**config.mk**
```make
export PLATFORM = sky130hd
export DESIGN_NAME = bpip_mul
export DESIGN_NICKNAME = d
export VERILOG_FILES = /design/src/sv/bpip_pkg.sv /design/src/sv/bpip_mul.sv
export SDC_FILE = /design/constraint.sdc
export NUM_CORES = 1
export LEC_CHECK = 0
export BUFFER_PORTS_ARGS = -buffer_cell sky130_fd_sc_hd__buf_2
export CORE_MARGIN = 3
export CORE_UTILIZATION = 35
export CTS_CLUSTER_SIZE = 16
export DETAILED_ROUTE_END_ITERATION = 10
export SYNTH_ARGS = -nofsm -noshare
export SYNTH_HDL_FRONTEND = slang
export SYNTH_SLANG_ARGS = --single-unit
```
**constraint.sdc**
```tcl
create_clock -name clk -period 15.6 [get_ports clk]
set_input_delay 0.78 -clock clk [delete_from_list [all_inputs] [get_ports clk]]
set_output_delay 0.78 -clock clk [all_outputs]
set_load 0.02 [all_outputs]
```
**src/sv/bpip_pkg.sv**
```systemverilog
`timescale 1ns / 1ps
`default_nettype none
package bpip_pkg;

  localparam int COORD_W   = 16;
  localparam int OPND_W    = 18;
  localparam int PROD_W    = 2 * OPND_W;
  localparam int ACC_W     = 36;
  localparam int WEIGHT_W  = 17;
  localparam int RES_W     = 11;
  localparam int SAMPLES   = 15;
  localparam int SAMP_W    = 4;
  localparam int RAY_MARGIN = 160;
  localparam int ROUND_HALF = 32768;
  localparam int FRAC_SHIFT = 16;

  localparam logic [1:0] FUNC_CLEAR  = 2'd0;
  localparam logic [1:0] FUNC_APPEND = 2'd1;
  localparam logic [1:0] FUNC_QUERY  = 2'd2;

  typedef enum logic [2:0] {
    ST_IDLE,
    ST_A_MUL,
    ST_Q_FIRST,
    ST_Q_FETCH,
    ST_Q_M1,
    ST_Q_M2,
    ST_Q_M3,
    ST_Q_EV
  } state_t;

  typedef struct packed {
    logic signed [COORD_W-1:0] x;
    logic signed [COORD_W-1:0] y;
  } point_t;

  // rounded bernstein weights, q1.16, sample i by control point k
  localparam logic [WEIGHT_W-1:0] WEIGHT [0:SAMPLES-1][0:3] = '{
    '{17'd65536, 17'd0,     17'd0,     17'd0    },
    '{17'd53283, 17'd11418, 17'd816,   17'd19   },
    '{17'd42662, 17'd19690, 17'd3029,  17'd155  },
    '{17'd33554, 17'd25166, 17'd6291,  17'd524  },
    '{17'd25845, 17'd28195, 17'd10253, 17'd1243 },
    '{17'd19418, 17'd29127, 17'd14564, 17'd2427 },
    '{17'd14156, 17'd28312, 17'd18874, 17'd4194 },
    '{17'd9942,  17'd26098, 17'd22836, 17'd6660 },
    '{17'd6660,  17'd22836, 17'd26098, 17'd9942 },
    '{17'd4194,  17'd18874, 17'd28312, 17'd14156},
    '{17'd2427,  17'd14564, 17'd29127, 17'd19418},
    '{17'd1243,  17'd10253, 17'd28195, 17'd25845},
    '{17'd524,   17'd6291,  17'd25166, 17'd33554},
    '{17'd155,   17'd3029,  17'd19690, 17'd42662},
    '{17'd19,    17'd816,   17'd11418, 17'd53283}
  };

endpackage
`default_nettype wire

```
**src/sv/bpip_mul.sv**
```systemverilog
`timescale 1ns / 1ps
`default_nettype none
module bpip_mul (
  input  wire logic                                clk,
  input  wire logic signed [bpip_pkg::OPND_W-1:0]  opa,
  input  wire logic signed [bpip_pkg::OPND_W-1:0]  opb,
  output logic signed [bpip_pkg::PROD_W-1:0]       prod_r
);
  always_ff @(posedge clk) begin
    prod_r <= opa * opb;
  end
endmodule
`default_nettype wire

```
==> key figures <==
Timing
  • Final setup viols: 0
  • Unrepaired setup endpoints after global routing: no
  • Max_slew headroom: 53.7%
  • Final Hold Fails: 0
  • Final min period: 7280 ps
  • TNS Setup: 0 ps
  • Ratio of final minimum period to clock period: 46.6%
  • Slew Viols, Final: 0
  • Max frequency: 0.137 GHz
  • Worst slew pin tran: 686 ps

CTS
  • Clock buffer depth: 2
  • Post_cts resized: 0
  • CTS Buf Count: 5
  • Hold buffers post-CTS: 0
  • Root Buffer: clkbuf_16
  • Clock Sink Count: 36
  • Clock-pin slew on the worst setup and hold paths: around 60 ps
  • H-tree levels: 2
  • CTS tree: yes
  • Post-CTS setup buffers: 0

Min path
  • HP Class: in -> reg
  • Hold Path Cell Cnt: 2
  • HP Start: opa[0]
  • Hold EP: prod_r[0]$_DFF_P_

Logic synthesis
  • Post-Synth XOR/XNOR Area: 2.31%
  • Synth top area cells: fa_1 (51%), inv_1 (11%), ha_1 (9.0%)
  • Share of the synthesized area in the top cell type: 51.0%
  • Seq/Total Area, Yosys: under 10%
  • Post-Synth Adder-Cell Area: 60.0%
  • Multiplexer share of the synthesized area: 0.165%
  • Main combinational cell family by area after synthesis: adder cells
  • Warnings from Yosys: 0
  • Yosys cell types: 48
  • Post-synthesis average cell area: 9.37 sq um
  • Main synth FF type: dfxtp_1
  • Synth area leader: fa_1
  • Post-synthesis simple-gate area fraction: 15.4%
  • Synth Instances: 1378
  • EDFF count, synth: 0
  • Synth Register Bits: 36
  • Post-synthesis net count: 1837
  • Syn Std Cell Area: 12900 sq um
  • Post-synth ARST share: 0%
  • Complex-gate fraction of the synthesized area: about 4.5%

Layout
  • Ant. Diodes: 0
  • Top reg by flops: prod_r
  • Biggest regs: prod_r: 36 flops
  • Largest register FFs: 36
  • Final #Nets: 1873
  • Area delta synth->final: 7.38%
  • Share of post-route cells with drive strength above 1: about 6.6%

Die
  • Core area: approximately 36000 sq um
  • Die X: 198 um
  • Initial Util: 35.9%
  • # IOs: 73
  • Die Footprint: between 30000 and 40000 sq um
  • Die Y: 198 um
  • # rows: 69

Route
  • First-iteration detailed-routing DRC count: 515
  • Residual DRC: 0
  • Detailed-route wire length per cell: roughly 17 um
  • Top routing layer used: met4
  • Via density: about 4.8
  • 1st-pass router iterations: 5
  • Total routed wirelength: 32200 um
  • DR vias: 8960
  • Met3 WL post-DR: 1740 um
  • Number of routed nets with antenna violations: 0
  • M1 WL: 14600 um
  • Metal2 WL: 15100 um

Worst setup path
  • Max FO, Critical Path: 18
  • Arrival time worst endpoint: 7520 ps
  • Crit path cell chain: buf_2, nand2_1, fa_1, inv_1, fa_1, fa_1, fa_1, fa_1, inv_1, fa_1, inv_1, ha_1, and3_1, and4_1, o211ai_1, o211ai_1, o41ai_1, o2111ai_1, a21oi_1, xnor2_1
  • Crit path kind: in -> reg
  • Worst setup SP type: input port
  • Cell repeated most along the worst path: fa_1
  • CP max stage cell: fa_1
  • Setup crit start: opa[17]
  • Max stage delay on crit path: 890 ps
  • Worst path required time: approximately 16000 ps
  • Critical Path End Type: flop

Global routing
  • First-pass GRT wire length: 53800 um
  • Largest net degree at the start of global routing: 20
  • Vias in the first global route: 9715
  • Global Route Usage Sum: ~18%
  • Total gr overflow: 0
  • Initial antenna violation count: 0

Place
  • Routability cong.: 0.833
  • Post-DP HPWL: 27700 um
  • Port Buffers: 72

Run
  • Max_cap viols: 0

Status
  • Status: finished clean
## Yosys cell counts, types with 3 or more instances
cell type and n:
a211o_1 3, a21boi_0 3, a21o_1 8, a21oi_1 20
a31oi_1 5, and2_1 163, clkbuf_1 44, dfxtp_1 36
fa_1 329, ha_1 93, inv_1 371, nand2_1 157
nand2b_1 9, nand3_1 6, nor2_1 18, nor2b_1 17
nor3_1 5, o211ai_1 5, o21ai_0 15, o21bai_1 5
xnor2_1 32
## cells by family after synthesis
family / after synthesis
fa+ha+maj: 422
buf+inv: 415
simple gates: 387
compound gates: 82
flops: 36
xor+xnor: 34
mux: 2
## how the worst max path moves through the flow
| stage | endpoint | slack, ps | cells after the start |
|---|---|---|---|
| floorplan | prod_r[35]$_DFF_P_ | 8790 | 25 |
| global route | prod_r[35]$_DFF_P_ | 7960 | 24 |
| global placement | prod_r[35]$_DFF_P_ | 7970 | 24 |
| CTS | prod_r[35]$_DFF_P_ | 8260 | 20 |
| finish | prod_r[35]$_DFF_P_ | 8320 | 20 |
| detailed placement | prod_r[35]$_DFF_P_ | 7950 | 20 |
## through the flow
step / hold slack [ps] / setup WS, ps / area (sq um) / std cells / util (%)
2_1_floorplan: 902 / 8790 / 12900 / 1378 / -
3_3_place_gp: 1200 / 7970 / 13700 / 1868 / 38.1
3_5_place_dp: 1200 / 7950 / 13700 / 1868 / 38.1
4_1_cts: 866 / 8260 / 13900 / 1876 / 38.5
5_1_grt: 911 / 7960 / 13900 / 1876 / 38.5
6_report: 891 / 8320 / 13900 / 1876 / 38.5
## worst max-delay path: cells and delay by family
kind / cells / cell delay (ps)
AO/OA/AOI/OAI: 5 / 1470
adder cells (fa/ha/maj): 7 / 3860
AND/OR/NAND/NOR: 3 / 710
XOR/XNOR: 1 / 130
buffers and inverters: 4 / 570
## layer usage
layer	up-vias	track usage [%]
met5	-	0
met4	0	5.06
li1	4043	-
met3	42	3.42
met1	4642	25.2
met2	233	28.0
## layout by cell type (no fill, tap or decap), types with 2 or more instances in the layout
cell type / Yosys / layout
a211oi_1: 2 / 2
nand2_1: 157 / 157
o2111ai_1: 2 / 2
xor2_1: 2 / 2
or2_2: 2 / 2
a21oi_2: 2 / 2
clkbuf_16: 0 / 5
a21boi_0: 3 / 3
o21ai_0: 15 / 15
buf_2: 0 / 72
a21oi_1: 20 / 20
inv_1: 371 / 371
nand4_1: 2 / 2
a2111oi_2: 1 / 2
xnor2_1: 32 / 32
nand3_1: 6 / 6
nor2b_1: 17 / 17
fa_1: 329 / 329
nor2_1: 18 / 18
a21o_1: 8 / 8
and4_1: 2 / 2
dfxtp_1: 36 / 36
o211ai_1: 5 / 5
and2_1: 163 / 163
a31oi_1: 5 / 5
a211o_1: 3 / 3
o21bai_1: 5 / 5
nand2b_1: 9 / 9
nor3_1: 5 / 5
ha_1: 93 / 93
## final cells by class
| cell class | count | area, sq um |
|---|---|---|
| Timing Repair Buffer | 73 | 368 |
| Multi-Input combinational cell | 927 | 10600 |
| Fill cell | 3582 | 22100 |
| Inverter | 371 | 1390 |
| Clock buffer | 5 | 125 |
| Sequential cell | 36 | 721 |
| Tap cell | 461 | 577 |
| Clock inverter | 3 | 42.5 |
Power is not shown: default switching activity piles up to over one toggle a cycle in this logic, so the estimate is an artifact.
